### src/sv/rfci_pkg.sv
package rfci_pkg;

  localparam logic [7:0] DEFAULT_HEADER_LEN = 8'd26;

  localparam logic [7:0] CH_ESC   = 8'h1B;
  localparam logic [7:0] CH_STAR  = 8'h2A;
  localparam logic [7:0] CH_C     = 8'h63;
  localparam logic [7:0] CH_E     = 8'h45;
  localparam logic [7:0] CH_PAREN = 8'h28;
  localparam logic [7:0] CH_S     = 8'h73;
  localparam logic [7:0] CH_W     = 8'h57;
  localparam logic [7:0] CH_ZERO  = 8'h30;
  localparam logic [7:0] CH_NINE  = 8'h39;

  localparam logic KIND_RECORD = 1'b0;
  localparam logic KIND_ERROR  = 1'b1;

endpackage

### src/sv/rfci_if.sv
interface rfci_byte_if;
  logic       valid;
  logic       ready;
  logic [7:0] data_byte;
  logic       is_last;

  modport source (output valid, output data_byte, output is_last, input ready);
  modport sink   (input valid, input data_byte, input is_last, output ready);
endinterface

interface rfci_rec_if #(
  parameter int unsigned ADDR_BITS = 20,
  parameter int unsigned LEN_BITS  = 16
);
  logic                 valid;
  logic                 ready;
  logic                 kind;
  logic [7:0]           char_code;
  logic [ADDR_BITS-1:0] record_offset;
  logic [LEN_BITS-1:0]  data_length;

  modport source (output valid, output kind, output char_code, output record_offset,
                  output data_length, input ready);
  modport sink   (input valid, input kind, input char_code, input record_offset,
                  input data_length, output ready);
endinterface

### src/sv/raster_font_char_indexer.sv
// Parses a raster font file presented one byte per word, skipping header_len bytes
// and then reporting each character record header (code, offset of its leading
// escape, data length) or the first format error of the file. One byte is taken
// every cycle while the result register has room; a byte passes the input register
// and the parse logic, and its result is loaded into the result register as the byte
// leaves the input register, where the sink can take it. The only stall comes from a
// full result register that the sink is not taking.
module raster_font_char_indexer #(
  parameter int unsigned FILE_ADDR_BITS = 20,
  parameter int unsigned LENGTH_BITS    = 16
) (
  input  logic              clk_i,
  input  logic              rst_ni,
  rfci_byte_if.sink         byte_i,
  rfci_rec_if.source        rec_o,
  input  logic              cfg_we_i,
  input  logic [7:0]        cfg_wdata_i
);
  import rfci_pkg::*;

  localparam int unsigned PayW = 1 + 8 + FILE_ADDR_BITS + LENGTH_BITS;

  logic [7:0]                header_len_q;
  logic                      in_valid, in_last, take, out_space, res_valid;
  logic [7:0]                in_data;
  logic                      res_kind;
  logic [7:0]                res_code;
  logic [FILE_ADDR_BITS-1:0] res_offset;
  logic [LENGTH_BITS-1:0]    res_length;
  logic [PayW-1:0]           res_pay, out_pay;

  always_ff @(posedge clk_i or negedge rst_ni) begin
    if (!rst_ni) begin
      header_len_q <= DEFAULT_HEADER_LEN;
    end else if (cfg_we_i) begin
      header_len_q <= cfg_wdata_i;
    end
  end

  assign take = in_valid && out_space;

  rfci_in_stage u_in (
    .clk_i   (clk_i),
    .rst_ni  (rst_ni),
    .valid_i (byte_i.valid),
    .ready_o (byte_i.ready),
    .data_i  (byte_i.data_byte),
    .last_i  (byte_i.is_last),
    .take_i  (take),
    .valid_o (in_valid),
    .data_o  (in_data),
    .last_o  (in_last)
  );

  rfci_parser #(
    .ADDR_BITS (FILE_ADDR_BITS),
    .LEN_BITS  (LENGTH_BITS)
  ) u_parser (
    .clk_i           (clk_i),
    .rst_ni          (rst_ni),
    .header_len_i    (header_len_q),
    .take_i          (take),
    .data_i          (in_data),
    .last_i          (in_last),
    .res_valid_o     (res_valid),
    .kind_o          (res_kind),
    .char_code_o     (res_code),
    .record_offset_o (res_offset),
    .data_length_o   (res_length)
  );

  assign res_pay = {res_kind, res_code, res_offset, res_length};

  rfci_out_stage #(
    .WIDTH (PayW)
  ) u_out (
    .clk_i   (clk_i),
    .rst_ni  (rst_ni),
    .load_i  (take && res_valid),
    .data_i  (res_pay),
    .space_o (out_space),
    .valid_o (rec_o.valid),
    .ready_i (rec_o.ready),
    .data_o  (out_pay)
  );

  assign rec_o.kind          = out_pay[PayW-1];
  assign rec_o.char_code     = out_pay[PayW-2 -: 8];
  assign rec_o.record_offset = out_pay[LENGTH_BITS +: FILE_ADDR_BITS];
  assign rec_o.data_length   = out_pay[LENGTH_BITS-1:0];

endmodule

### src/sv/rfci_in_stage.sv
module rfci_in_stage (
  input  logic       clk_i,
  input  logic       rst_ni,
  input  logic       valid_i,
  output logic       ready_o,
  input  logic [7:0] data_i,
  input  logic       last_i,
  input  logic       take_i,
  output logic       valid_o,
  output logic [7:0] data_o,
  output logic       last_o
);

  logic       valid_q;
  logic [7:0] data_q;
  logic       last_q;

  // A new word may enter when the stage is empty or the held one leaves in the same cycle.
  assign ready_o = !valid_q || take_i;

  always_ff @(posedge clk_i or negedge rst_ni) begin
    if (!rst_ni) begin
      valid_q <= 1'b0;
    end else if (ready_o) begin
      valid_q <= valid_i;
    end
  end

  always_ff @(posedge clk_i) begin
    if (ready_o && valid_i) begin
      data_q <= data_i;
      last_q <= last_i;
    end
  end

  assign valid_o = valid_q;
  assign data_o  = data_q;
  assign last_o  = last_q;

endmodule

### src/sv/rfci_parser.sv
module rfci_parser #(
  parameter int unsigned ADDR_BITS = 20,
  parameter int unsigned LEN_BITS  = 16
) (
  input  logic                 clk_i,
  input  logic                 rst_ni,
  input  logic [7:0]           header_len_i,
  input  logic                 take_i,
  input  logic [7:0]           data_i,
  input  logic                 last_i,
  output logic                 res_valid_o,
  output logic                 kind_o,
  output logic [7:0]           char_code_o,
  output logic [ADDR_BITS-1:0] record_offset_o,
  output logic [LEN_BITS-1:0]  data_length_o
);
  import rfci_pkg::*;

  typedef enum logic [3:0] {
    PH_HEADER, PH_ESC1, PH_STAR, PH_C, PH_CODE0, PH_CODE,
    PH_ESC2, PH_PAREN, PH_S, PH_LEN0, PH_LEN, PH_DATA
  } phase_e;

  phase_e               phase_q, phase_d, phase_cur;
  logic [ADDR_BITS-1:0] pos_q, pos_d;
  logic [ADDR_BITS-1:0] start_q, start_d;
  logic [7:0]           code_q, code_d;
  logic [LEN_BITS-1:0]  len_q, len_d;
  logic [LEN_BITS-1:0]  skip_q, skip_d, skip_dec;
  logic                 err_q, err_d;

  logic                 is_digit;
  logic [3:0]           digit;
  logic [11:0]          code_ext, code_v;
  logic [LEN_BITS+3:0]  len_ext, len_v;
  logic                 code_ovf, len_ovf;
  logic                 bad, found, open_header;

  assign is_digit = (data_i >= CH_ZERO) && (data_i <= CH_NINE);
  assign digit    = 4'(data_i - CH_ZERO);

  // Multiply by ten as two shifts and an add; the extra top bits catch overflow.
  assign code_ext = 12'(code_q);
  assign code_v   = (code_ext << 3) + (code_ext << 1) + 12'(digit);
  assign code_ovf = (code_v > 12'd255);

  assign len_ext  = (LEN_BITS+4)'(len_q);
  assign len_v    = (len_ext << 3) + (len_ext << 1) + (LEN_BITS+4)'(digit);
  assign len_ovf  = (len_v[LEN_BITS+3:LEN_BITS] != 4'd0);

  assign skip_dec = (skip_q != '0) ? skip_q - 1'b1 : '0;

  always_comb begin
    phase_cur = phase_q;
    if (phase_q == PH_HEADER && pos_q >= ADDR_BITS'(header_len_i)) begin
      phase_cur = PH_ESC1;
    end
    phase_d = phase_cur;
    start_d = start_q;
    code_d  = code_q;
    len_d   = len_q;
    skip_d  = skip_q;
    bad     = 1'b0;
    found   = 1'b0;
    if (!err_q) begin
      case (phase_cur)
        PH_HEADER: begin
        end
        PH_ESC1: begin
          if (data_i == CH_ESC) begin
            start_d = pos_q;
            phase_d = PH_STAR;
          end else begin
            bad = 1'b1;
          end
        end
        PH_STAR: begin
          if (data_i == CH_STAR) phase_d = PH_C; else bad = 1'b1;
        end
        PH_C: begin
          if (data_i == CH_C) begin
            code_d  = '0;
            phase_d = PH_CODE0;
          end else begin
            bad = 1'b1;
          end
        end
        PH_CODE0, PH_CODE: begin
          if (is_digit) begin
            if (code_ovf) begin
              bad = 1'b1;
            end else begin
              code_d  = code_v[7:0];
              phase_d = PH_CODE;
            end
          end else if (data_i == CH_E && phase_cur == PH_CODE) begin
            phase_d = PH_ESC2;
          end else begin
            bad = 1'b1;
          end
        end
        PH_ESC2: begin
          if (data_i == CH_ESC) phase_d = PH_PAREN; else bad = 1'b1;
        end
        PH_PAREN: begin
          if (data_i == CH_PAREN) phase_d = PH_S; else bad = 1'b1;
        end
        PH_S: begin
          if (data_i == CH_S) begin
            len_d   = '0;
            phase_d = PH_LEN0;
          end else begin
            bad = 1'b1;
          end
        end
        PH_LEN0, PH_LEN: begin
          if (is_digit) begin
            if (len_ovf) begin
              bad = 1'b1;
            end else begin
              len_d   = len_v[LEN_BITS-1:0];
              phase_d = PH_LEN;
            end
          end else if (data_i == CH_W && phase_cur == PH_LEN) begin
            found   = 1'b1;
            skip_d  = len_q;
            phase_d = (len_q == '0) ? PH_ESC1 : PH_DATA;
          end else begin
            bad = 1'b1;
          end
        end
        PH_DATA: begin
          skip_d = skip_dec;
          if (skip_dec == '0) phase_d = PH_ESC1;
        end
        default: begin
          bad = 1'b1;
        end
      endcase
      open_header = (phase_d != PH_HEADER) && (phase_d != PH_ESC1) && (phase_d != PH_DATA);
      // The file may not end part-way through a record header.
      if (!bad && !found && last_i && open_header) begin
        bad = 1'b1;
      end
    end else begin
      open_header = 1'b0;
    end
    err_d = err_q || bad;
    pos_d = pos_q + 1'b1;
    if (last_i) begin
      phase_d = PH_HEADER;
      pos_d   = '0;
      start_d = '0;
      code_d  = '0;
      len_d   = '0;
      skip_d  = '0;
      err_d   = 1'b0;
    end
  end

  always_ff @(posedge clk_i or negedge rst_ni) begin
    if (!rst_ni) begin
      phase_q <= PH_HEADER;
      pos_q   <= '0;
      start_q <= '0;
      code_q  <= '0;
      len_q   <= '0;
      skip_q  <= '0;
      err_q   <= 1'b0;
    end else if (take_i) begin
      phase_q <= phase_d;
      pos_q   <= pos_d;
      start_q <= start_d;
      code_q  <= code_d;
      len_q   <= len_d;
      skip_q  <= skip_d;
      err_q   <= err_d;
    end
  end

  assign res_valid_o     = bad || found;
  assign kind_o          = bad ? KIND_ERROR : KIND_RECORD;
  assign char_code_o     = bad ? 8'd0 : code_q;
  assign record_offset_o = bad ? pos_q : start_q;
  assign data_length_o   = bad ? '0 : len_q;

endmodule

### src/sv/rfci_out_stage.sv
module rfci_out_stage #(
  parameter int unsigned WIDTH = 45
) (
  input  logic             clk_i,
  input  logic             rst_ni,
  input  logic             load_i,
  input  logic [WIDTH-1:0] data_i,
  output logic             space_o,
  output logic             valid_o,
  input  logic             ready_i,
  output logic [WIDTH-1:0] data_o
);

  logic             valid_q;
  logic [WIDTH-1:0] data_q;

  // Room for a new result when empty or when the held word is taken now.
  assign space_o = !valid_q || ready_i;

  always_ff @(posedge clk_i or negedge rst_ni) begin
    if (!rst_ni) begin
      valid_q <= 1'b0;
    end else if (space_o) begin
      valid_q <= load_i;
    end
  end

  always_ff @(posedge clk_i) begin
    if (space_o && load_i) begin
      data_q <= data_i;
    end
  end

  assign valid_o = valid_q;
  assign data_o  = data_q;

endmodule

### src/flat_wrapper.sv
// flat-port wrapper written by rule: the top's interface ports become plain ports
module raster_font_char_indexer_flat import rfci_pkg::*;
#(
  parameter int unsigned FILE_ADDR_BITS = 20,
  parameter int unsigned LENGTH_BITS    = 16
)
  (clk_i, rst_ni, cfg_we_i, cfg_wdata_i, byte_i_valid, byte_i_data_byte, byte_i_is_last, byte_i_ready, rec_o_valid, rec_o_kind, rec_o_char_code, rec_o_record_offset, rec_o_data_length, rec_o_ready);
  rfci_byte_if byte_i_i ();
  rfci_rec_if #(.ADDR_BITS((20)), .LEN_BITS((16))) rec_o_i ();
  input  logic clk_i;
  input  logic rst_ni;
  input  logic cfg_we_i;
  input  logic [7:0] cfg_wdata_i;
  input wire logic [$bits(byte_i_i.valid)-1:0] byte_i_valid;
  input wire logic [$bits(byte_i_i.data_byte)-1:0] byte_i_data_byte;
  input wire logic [$bits(byte_i_i.is_last)-1:0] byte_i_is_last;
  output wire logic [$bits(byte_i_i.ready)-1:0] byte_i_ready;
  output wire logic [$bits(rec_o_i.valid)-1:0] rec_o_valid;
  output wire logic [$bits(rec_o_i.kind)-1:0] rec_o_kind;
  output wire logic [$bits(rec_o_i.char_code)-1:0] rec_o_char_code;
  output wire logic [$bits(rec_o_i.record_offset)-1:0] rec_o_record_offset;
  output wire logic [$bits(rec_o_i.data_length)-1:0] rec_o_data_length;
  input wire logic [$bits(rec_o_i.ready)-1:0] rec_o_ready;
  assign byte_i_i.valid = byte_i_valid;
  assign byte_i_i.data_byte = byte_i_data_byte;
  assign byte_i_i.is_last = byte_i_is_last;
  assign byte_i_ready = byte_i_i.ready;
  assign rec_o_valid = rec_o_i.valid;
  assign rec_o_kind = rec_o_i.kind;
  assign rec_o_char_code = rec_o_i.char_code;
  assign rec_o_record_offset = rec_o_i.record_offset;
  assign rec_o_data_length = rec_o_i.data_length;
  assign rec_o_i.ready = rec_o_ready;
  raster_font_char_indexer #(.FILE_ADDR_BITS(FILE_ADDR_BITS), .LENGTH_BITS(LENGTH_BITS)) u_core (.clk_i(clk_i), .rst_ni(rst_ni), .byte_i(byte_i_i), .rec_o(rec_o_i), .cfg_we_i(cfg_we_i), .cfg_wdata_i(cfg_wdata_i));
endmodule
### config.mk
export PLATFORM = sky130hd
export DESIGN_NAME = raster_font_char_indexer_flat
export DESIGN_NICKNAME = d
export VERILOG_FILES = /design/src/sv/rfci_pkg.sv /design/src/sv/rfci_if.sv /design/src/sv/raster_font_char_indexer.sv /design/src/sv/rfci_in_stage.sv /design/src/sv/rfci_parser.sv /design/src/sv/rfci_out_stage.sv /design/src/flat_wrapper.sv
export SDC_FILE = /design/constraint.sdc
export NUM_CORES = 1
export LEC_CHECK = 0
export ABC_AREA = 1
export BUFFER_PORTS_ARGS = -buffer_cell sky130_fd_sc_hd__buf_2
export CAP_MARGIN = 30
export CELL_PAD_IN_SITES_DETAIL_PLACEMENT = 1
export CELL_PAD_IN_SITES_GLOBAL_PLACEMENT = 1
export CORE_AREA = 5 5 150 152
export DETAILED_ROUTE_END_ITERATION = 8
export DIE_AREA = 0 0 155 157
export GPL_ROUTABILITY_DRIVEN = 0
export PLACE_DENSITY = 0.76
export REMOVE_ABC_BUFFERS = 1
export SLEW_MARGIN = 20
export SYNTH_ARGS = -nofsm -noshare
export SYNTH_HDL_FRONTEND = slang
export SYNTH_HIERARCHICAL = 1
export SYNTH_SLANG_ARGS = --single-unit
### constraint.sdc
create_clock -name clk_i -period 7 [get_ports clk_i]
set_input_delay 0.35 -clock clk_i [delete_from_list [all_inputs] [get_ports clk_i]]
set_output_delay 0.35 -clock clk_i [all_outputs]
set_load 0.01 [all_outputs]
==> key figures, run 1 <==
Outcome
  – Status: complete, no violations

Die
  – Die height: 157 um
  – Core ar.: 20,900 um^2
  – Starting density of the core: 44.4%
  – Die Area: 24,300 um^2
  – Die W: 155 um
  – Num rows: 53
  – IO Pins: 69

Worst setup path
  – Arrival @ worst endpoint: 5.61 ns
  – Most frequent CP cell: nand2_1
  – Critical Path Source Type: flip-flop
  – Crit-path max FO: 24
  – Worst path required time: 7.13 ns
  – Crit Path Category: flip-flop to flip-flop
  – Crit path largest cell delay: 0.64 ns
  – Critical-path cell with the highest stage delay: a21oi_4
  – Setup crit end kind: flip-flop

Synth
  – Yosys top cell area share: 24.8%
  – Largest cells by area after synthesis: dfrtp_1, edfxtp_1, nand2_1
  – Yosys cell types: 42
  – Syn Inst Count: 1,205
  – Cell accounting for the most synthesized area: dfrtp_1
  – Yosys warns: 6
  – Register area share after synthesis: 43.1%
  – Synth Area in XOR/XNOR: 1.42%
  – Number of synthesized flops with an enable pin: 54
  – Adder-cell share of the synthesized area: 8.42%
  – Largest family of logic cells by synthesized area: simple AND/OR/NAND/NOR gates
  – Simple-gate portion of the synthesized area: 26.7%
  – Mux share of post-synthesis cell area: 0%
  – Ys flop type: dfrtp_1
  – Asr flop ratio synth: 63.8%
  – Syn_area_per_cell: 7.70 um^2
  – Compound-Gate Fraction of Synth Area: 10.9%
  – Synthesized area: 9280 um^2
  – Seq cells post-synth: 149

Timing
  – Minimum clock period: 5.49 ns
  – Slew margin rel.: 38.5%
  – Post-Route Setup TNS: 0 ns
  – Max-slew violations: 0
  – Final Hold Vio Count: 0
  – Hold WS: 0.101 ns
  – Least-Margin Pin Slew: 0.923 ns
  – RSZ-0062 raised after global routing: no
  – Max Clk Rate: 182 MHz
  – Final setup fails: 0
  – Setup ws final: 1.51 ns
  – Clock Skews: 0.0105 ns
  – Final period util: 78.4%

Power
  – Power per cell area: 325 nW/um^2
  – Max VDD drop: 174 uV
  – Pleak: 5.17 nW
  – Total Power: 3.40 mW

Layout
  – Commonest cells after routing, fill and taps aside: nand2_1, inv_1, nor2_1
  – Area growth syn-to-layout: 12.9%
  – Storage cell area: 4000 um^2
  – Non-Filler Instances: 1,558
  – Final instance area: 10,500 um^2
  – Area occupied by multi-input gates: 4420 um^2
  – Nets: 1,352
  – Fillers: 2,655
  – Final Util: 50.1%
  – Layout cell share with drive strength beyond 1: 11.0%
  – Most common cell after layout, fill and taps aside: nand2_1
  – Antenna diodes: 0

Clocking
  – Worst skew pair latency: 0.43 ns
  – H-tree depth: 4
  – Clk slew on worst S/H paths: 0.06 ns
  – CTS tree: yes
  – Sink Count: 149
  – CTS resizes: 0
  – Number of buffers created by CTS: 17
  – Root buffer cell: clkbuf_16
  – Worst-case clock buffer depth: 2

Placement
  – IO buf count: 68
  – Placed inst area: 9880 um^2
  – Cells after DPL: 1,525
  – DP Wirelength: 19,400 um
  – Dpl ws: 1.56 ns

Global routing
  – GRT Util Overall: 22.1%
  – Largest net degree at the start of global routing: 57
  – Vias in the first global route: 8,697
  – Antenna violations before repair: 0
  – First-pass GRT wire length: 43,400 um
  – Total gr overflow: 0

Hold path
  – Class of the worst hold path: input port to flip-flop

Drt
  – Vias per inst: 5.29
  – Final ANT Viol Nets: 0
  – Final WL: 26,300 um
  – Wire per inst: 16.9 um
  – Detailed Routing Iterations Pass 1: 5
  – DR DRC count: 0
  – DRT iter0 DRCs: 358
  – Vias: 8,242

Job
  – Max_cap viols: 0
==> cell usage after synthesis, types with 4 or more instances <==
master and number:
a21oi_1 46, a31oi_1 4, buf_6 4, clkbuf_1 16, dfrtp_1 92, edfxtp_1 54, fa_1 4, ha_1 56
inv_1 189, nand2_1 318, nand3_1 82, nand4_1 19, nor2_1 107, nor2_2 24, nor3_1 22, nor4_1 5
o2111ai_1 5, o211ai_1 12, o21ai_0 59, o21ai_1 4, o22ai_1 20, o31ai_1 12, xnor2_1 4, xor2_1 11
==> cell families (layout without fill, tap and decap cells) <==
logic type,count (synthesis),in the layout
compound gates,174,174
xor+xnor,15,15
fa+ha+maj,60,60
buf+inv,221,299
flops,149,149
simple gates,586,586
==> registers in the layout, indices dropped and copies added, names as in the netlist <==
name	flops
u_core/u_out/data_o	45
u_core/u_parser/pos_q	20
u_core/u_parser/start_q	20
u_core/u_parser/len_q	16
u_core/u_parser/skip_q	16
u_core/header_len_q	8
u_core/u_in/data_o	8
u_core/u_parser/code_q	8
u_core/u_parser/phase_q	4
u_core/u_in/last_o	1
u_core/u_in/valid_o	1
u_core/u_out/valid_o	1
u_core/u_parser/err_q	1
==> timing repair <==
action                                 4_1_cts  5_1_grt
buffers inserted                             0        0
endpoints found under the hold margin       36        0
hold buffers                                 1        0
==> worst max-delay path: cells and delay by family, from the launching register on <==
family / cells / cell delay (ns)
fa+ha+maj: 2 / 0.92
buf+inv: 5 / 0.71
compound gates: 4 / 1.08
flops: 1 / 0.43
simple gates: 16 / 2.03
==> power breakdown <==
group / internal (mW) / switching, mW
clock: 0.529 / 0.389
combinational: 0.343 / 0.922
sequential: 1.12 / 0.0951
total: 2.00 / 1.41
==> area by class of cell <==
| class | instances | area share [%] |
|---|---|---|
| clock buffers | 18 | 4.10 |
| clock inverters | 14 | 1.45 |
| inverters | 193 | 6.92 |
| multi-input cells | 835 | 42.2 |
| flip-flops and latches | 149 | 38.2 |
| well taps | 275 | 3.29 |
| repair buffers | 74 | 3.85 |
==> path summary, 6_finish.rpt <==
kind / end / depth (start not counted) / from / slack, ns
worst max register to register: u_core/u_out/data_o[9] / 27 / u_core/u_in/data_o[3] / 1.51
min in group asynchronous: u_core/u_parser/pos_q[18] / 2 / rst_ni / 0.43
worst max-delay path: u_core/u_out/data_o[9] / 27 / u_core/u_in/data_o[3] / 1.51
max in group asynchronous: u_core/u_parser/skip_q[7] / 3 / rst_ni / 5.39
worst min register to register: u_core/header_len_q[4] / 2 / u_core/header_len_q[4] / 0.46
worst min-delay path: u_core/u_in/data_o[7] / 1 / byte_i_data_byte[7] / 0.10
==> per-layer routing <==
| metal | wire, um | share of wire, % | GRT usage (%) |
|---|---|---|---|
| met2 | 13700 | 52 | 41.1 |
| met3 | 550 | 2.1 | 3.00 |
| met4 | 383 | 1.5 | 6.35 |
| met1 | 11700 | 45 | 26.7 |
| met5 | 0 | 0 | 0 |
Note: power is estimated with default switching activity, not from simulation.
==> inputs of run 2 (changes only) <==
==> constraint.sdc (replaced) <==
create_clock -name clk_i -period 5.7 [get_ports clk_i]
set_input_delay 0.285 -clock clk_i [delete_from_list [all_inputs] [get_ports clk_i]]
set_output_delay 0.285 -clock clk_i [all_outputs]
set_load 0.01 [all_outputs]
==> key figures, run 2 (same netlist as run 1, synthesis figures left out) <==
Layout
  – Max reg flops: 45
  – Commonest cells after routing, fill and taps aside: nand2_1, inv_1, nor2_1
  – Non-Filler Instances: 1,559
  – Antenna diodes: 0
  – Layout cell share with drive strength beyond 1: 11.1%
  – Final Util: 50.1%
  – Most common cell after layout, fill and taps aside: nand2_1
  – Area growth syn-to-layout: 12.8%
  – Nets: 1,353

Timing
  – Clock Skews: 0.0112 ns
  – Least-Margin Pin Slew: 0.925 ns
  – Max-slew violations: 0
  – Slew margin rel.: 38.3%
  – Final period util: 89.3%
  – RSZ-0062 raised after global routing: no
  – Max Clk Rate: 196 MHz
  – Final setup fails: 0
  – Minimum clock period: 5.09 ns
  – Final Hold Vio Count: 0

Worst setup path
  – Critical R2R Launch: u_core/u_in/data_o[3]
  – Critical Path Source Type: flip-flop
  – Crit Path Category: flip-flop to flip-flop
  – Crit-path max FO: 24
  – Reg2reg end: u_core/u_out/data_o[7]
  – Setup crit end kind: flip-flop
  – Arrival @ worst endpoint: 5.17 ns
  – Crit path from: u_core/u_in/data_o[3]
  – Flop2flop setup slack: 0.61 ns
  – Worst path required time: 5.78 ns
  – Worst setup path end: u_core/u_out/data_o[7]
  – Reg2Reg Depth: 27

Placement
  – IO buf count: 68
  – Cells after DPL: 1,526
  – DP Wirelength: 19,400 um

Clocking
  – H-tree depth: 4
  – Post-CTS Hold Buffers: 1
  – CTS resizes: 0
  – Worst-case clock buffer depth: 2
  – Worst skew pair latency: 0.42 ns
  – Root buffer cell: clkbuf_16
  – Number of buffers created by CTS: 17
  – Setup bufs post-CTS: 0
  – Clk slew on worst S/H paths: 0.06 ns
  – CTS tree: yes
  – Sink Count: 149

Die
  – Starting density of the core: 44.4%
  – Core ar.: 20,900 um^2
  – Die W: 155 um
  – Num rows: 53
  – Die height: 157 um
  – Die Area: 24,300 um^2
  – IO Pins: 69

Global routing
  – Largest net degree at the start of global routing: 57
  – First-pass GRT wire length: 43,300 um
  – Total gr overflow: 0
  – GRT Util Overall: 22.0%
  – Vias in the first global route: 8,651
  – Antenna violations before repair: 0

Power
  – Power per cell area: 399 nW/um^2
  – Total Power: 4.17 mW
  – Pleak: 5.16 nW
  – Max VDD drop: 281 uV

Drt
  – Vias per inst: 5.24
  – Wire per inst: 16.8 um
  – Final ANT Viol Nets: 0
  – DR DRC count: 0
  – DRT iter0 DRCs: 333
  – Final WL: 26,100 um
  – Detailed Routing Iterations Pass 1: 4
  – Vias: 8,167

Outcome
  – Status: complete, no violations

Hold path
  – Class of the worst hold path: input port to flip-flop

Job
  – Max_cap viols: 0
-- run 2: cell count changes in the layout (fill, tap and decap cells not counted) --
| cell | delta |
|---|---|
| inv_6 | -1 |
| inv_4 | -1 |
| clkinv_4 | +1 |
| buf_12 | -1 |
| clkinv_1 | -1 |
| buf_4 | +2 |
| clkbuf_1 | +1 |
| clkinvlp_4 | +1 |
-- run 2: area by class of cell --
class | count | area (um^2)
fill | 2649 | 10400
multi-input combinational | 835 | 4420
sequential | 149 | 4000
inverter | 193 | 724
clock buffer | 19 | 433
timing repair buffer | 75 | 398
tap | 275 | 344
clock inverter | 13 | 149
-- run 2: metal layers --
layer | up-vias | part of all wire [%] | track usage, %
met1 | 3984 | 45 | 26.7
met2 | 84 | 52 | 41.1
met4 | 0 | 1.3 | 5.26
met3 | 24 | 2.2 | 3.13
met5 | - | 0 | 0
li1 | 4075 | - | -
-- run 2: worst min-delay path by stage --
stage | end | startpoint | slack [ns] | cells past startpoint
4_1_cts | u_core/u_in/data_o[1] | byte_i_data_byte[1] | 0.02 | 1
2_1_floorplan | u_core/header_len_q[0] | rst_ni | -0.01 | 0
3_5_place_dp | u_core/u_parser/start_q[18] | rst_ni | 0.40 | 1
3_3_place_gp | u_core/u_parser/start_q[19] | rst_ni | 0.41 | 1
5_1_grt | u_core/u_in/data_o[7] | byte_i_data_byte[7] | 0.03 | 1
6_report | u_core/u_in/data_o[1] | byte_i_data_byte[1] | 0.04 | 1
-- run 2: report_power, final --
group          switching [mW]  total [mW]  internal, mW
sequential              0.116        1.50          1.38
combinational            1.14        1.56         0.416
clock                   0.472        1.12         0.651
-- run 2: critical path, cell delays in order (launching register included) --
cell and delay, ns:
edfxtp_1 0.43, inv_1 0.21, fa_1 0.47, fa_1 0.43
inv_1 0.08, nand2_1 0.08, nand2_1 0.12, nand3_1 0.09
nand2_1 0.12, nand2_1 0.10, nand3_1 0.09, nand2_1 0.05
nor2_1 0.11, nand2_1 0.18, a21oi_1 0.18, nor2_1 0.06
nor2_1 0.15, a21oi_1 0.09, nand2_1 0.06, nand2_1 0.05
nand2_2 0.35, nand2_4 0.28, o21ai_1 0.17, inv_1 0.05
nor2_1 0.12, inv_1 0.09, a21oi_4 0.13, buf_4 0.36
-- run 2: stage by stage --
stage               instance area [um^2]  setup slack, ns  hold WS, ns  TNS [ns]
global route                       10500            0.105       0.0266         0
floorplan                           9130           -0.370      -0.0106    -16.67
global placement                    9870            0.825        0.408         0
detailed placement                  9880            0.644        0.403         0
CTS                                10500            0.578       0.0203         0
finish                             10500            0.610       0.0395         0
==> inputs of run 3 (changes only) <==
--- a/config.mk
+++ b/config.mk
@@ -7,7 +7,6 @@
 export LEC_CHECK = 0
 export ABC_AREA = 1
 export BUFFER_PORTS_ARGS = -buffer_cell sky130_fd_sc_hd__buf_2
-export CAP_MARGIN = 30
 export CELL_PAD_IN_SITES_DETAIL_PLACEMENT = 1
 export CELL_PAD_IN_SITES_GLOBAL_PLACEMENT = 1
 export CORE_AREA = 5 5 150 152
@@ -15,7 +14,6 @@
 export DIE_AREA = 0 0 155 157
 export GPL_ROUTABILITY_DRIVEN = 0
 export PLACE_DENSITY = 0.76
-export REMOVE_ABC_BUFFERS = 1
 export SLEW_MARGIN = 20
 export SYNTH_ARGS = -nofsm -noshare
 export SYNTH_HDL_FRONTEND = slang
==> key figures, run 3 (same netlist as run 1, synthesis figures left out) <==
Worst setup path
  – Crit-path max FO: 30
  – Most frequent CP cell: nand2_1
  – Worst path required time: 5.77 ns
  – Reg2Reg Depth: 29
  – Crit path from: u_core/u_in/data_o[2]
  – Critical R2R Launch: u_core/u_in/data_o[2]
  – Crit path largest cell delay: 0.50 ns
  – Critical Path Source Type: flip-flop
  – Worst setup path end: u_core/u_out/data_o[19]
  – Reg2reg end: u_core/u_out/data_o[19]
  – Crit Path Category: flip-flop to flip-flop
  – Critical-path cell with the highest stage delay: edfxtp_1
  – Arrival @ worst endpoint: 4.93 ns
  – Setup crit end kind: flip-flop
  – Flop2flop setup slack: 0.84 ns

Drt
  – Vias per inst: 5.32
  – Final WL: 26,500 um
  – DRT iter0 DRCs: 330
  – Vias: 8,292
  – Detailed Routing Iterations Pass 1: 4
  – Wire per inst: 17.0 um
  – DR DRC count: 0
  – Final ANT Viol Nets: 0

Hold path
  – Class of the worst hold path: input port to flip-flop

Power
  – Sw Share: 41.6%
  – Clock power share: 27.4%
  – Flop pwr share: 35.4%
  – Comb pwr share: 37.2%
  – Max VDD drop: 272 uV
  – Pint: 2.46 mW
  – Power per cell area: 402 nW/um^2
  – Pleak: 5.18 nW
  – Psw: 1.75 mW

Layout
  – Most common cell after layout, fill and taps aside: nand2_1
  – Nets: 1,353
  – Fillers: 2,650
  – Commonest cells after routing, fill and taps aside: nand2_1, inv_1, nor2_1
  – Antenna diodes: 0
  – Max reg flops: 45
  – Layout cell share with drive strength beyond 1: 11.3%
  – Area growth syn-to-layout: 13.0%

Timing
  – Clock Skews: 0.00926 ns
  – Max Clk Rate: 206 MHz
  – Max-slew violations: 0
  – Least-Margin Pin Slew: 0.957 ns
  – Final period util: 85.2%
  – RSZ-0062 raised after global routing: no
  – Final Hold Vio Count: 0
  – Post-Route Setup TNS: 0 ns
  – Hold WS: 0.0273 ns
  – Minimum clock period: 4.86 ns
  – Final setup fails: 0
  – Slew margin rel.: 36.2%

Clocking
  – Worst skew pair latency: 0.43 ns
  – Setup bufs post-CTS: 0
  – H-tree depth: 4
  – Number of buffers created by CTS: 17
  – Root buffer cell: clkbuf_16
  – Sink Count: 149
  – CTS tree: yes
  – Clk slew on worst S/H paths: 0.07 ns
  – Worst-case clock buffer depth: 2

Global routing
  – Vias in the first global route: 8,618
  – Total gr overflow: 0
  – Antenna violations before repair: 0
  – Largest net degree at the start of global routing: 55
  – GRT Util Overall: 22.2%
  – First-pass GRT wire length: 43,600 um

Die
  – Die Area: 24,300 um^2
  – Die W: 155 um
  – Num rows: 53
  – IO Pins: 69
  – Starting density of the core: 44.4%
  – Die height: 157 um
  – Core ar.: 20,900 um^2

Placement
  – DP Wirelength: 19,600 um
  – IO buf count: 68

Synth
  – Syn_nets: 1,287

Outcome
  – Status: complete, no violations

Job
  – Max_cap viols: 0
[run 3: cell count changes in the layout (fill, tap and decap cells not counted)]
cell        change
inv_6           +3
clkbuf_1        -2
clkinvlp_4      -2
a21oi_1         -1
a21oi_2         +1
inv_8           +1
[run 3: critical path, delay by kind of cell (launching register included)]
family,cells,cell delay (ns)
fa+ha+maj,3,0.96
flops,1,0.50
compound gates,3,0.40
simple gates,18,1.90
buf+inv,5,0.72
[run 3: how the worst min path moves through the flow]
stage                                   start                     endpoint  slack (ns)  depth (start not counted)
final                     byte_i_data_byte[4]        u_core/u_in/data_o[4]        0.03                          1
after global routing      byte_i_data_byte[4]        u_core/u_in/data_o[4]        0.02                          1
after CTS                 byte_i_data_byte[4]        u_core/u_in/data_o[4]        0.02                          1
after detailed placement               rst_ni  u_core/u_parser/start_q[18]        0.41                          1
after global placement                 rst_ni  u_core/u_parser/start_q[18]        0.40                          1
after floorplan                        rst_ni       u_core/header_len_q[0]       -0.01                          0
[run 3: through the flow]
step / cell area, um^2 / instances / setup WS, ns / power, mW / utilization, %
floorplan: 9280 / 1205 / 0.822 / 2.58 / -
global placement: 9880 / 1526 / 1.01 / 3.05 / 47.3
detailed placement: 9880 / 1526 / 0.881 / 3.09 / 47.3
CTS: 10500 / 1559 / 0.818 / 4.26 / 50.2
global route: 10500 / 1559 / 0.403 / 4.48 / 50.2
finish: 10500 / 1559 / 0.844 / 4.22 / 50.2
[run 3: cell type report]
class                           count  area [um^2]  area share [%]
Sequential cell                   149         4000            38.2
Tap cell                          275          344            3.28
Inverter                          193          724            6.91
Clock inverter                     15          171            1.63
Timing Repair Buffer               75          398            3.79
Clock buffer                       17          425            4.06
Multi-Input combinational cell    835         4420            42.2
[run 3: timing repair]
action | CTS | global route
hold endpoints to repair | 50 | 0
hold buffers | 1 | 0
gates resized for setup | 0 | 0
[run 3: metal layers]
metal / routed length [um] / track usage [%] / vias to the layer above / part of all wire [%]
met5: 0 / 0 / - / 0
li1: - / - / 4087 / -
met2: 13700 / 40.7 / 115 / 52
met4: 497 / 6.69 / 0 / 1.9
met1: 11600 / 27.6 / 4056 / 44
met3: 756 / 2.56 / 34 / 2.9
[run 3: power groups by stage]
stage | clock network (mW) | logic [mW] | registers (mW)
after floorplan | 0 | 1.00 | 1.57
after global placement | 0 | 1.54 | 1.51
after detailed placement | 0 | 1.57 | 1.51
after CTS | 1.18 | 1.59 | 1.50
after global routing | 1.23 | 1.74 | 1.52
final | 1.15 | 1.57 | 1.49
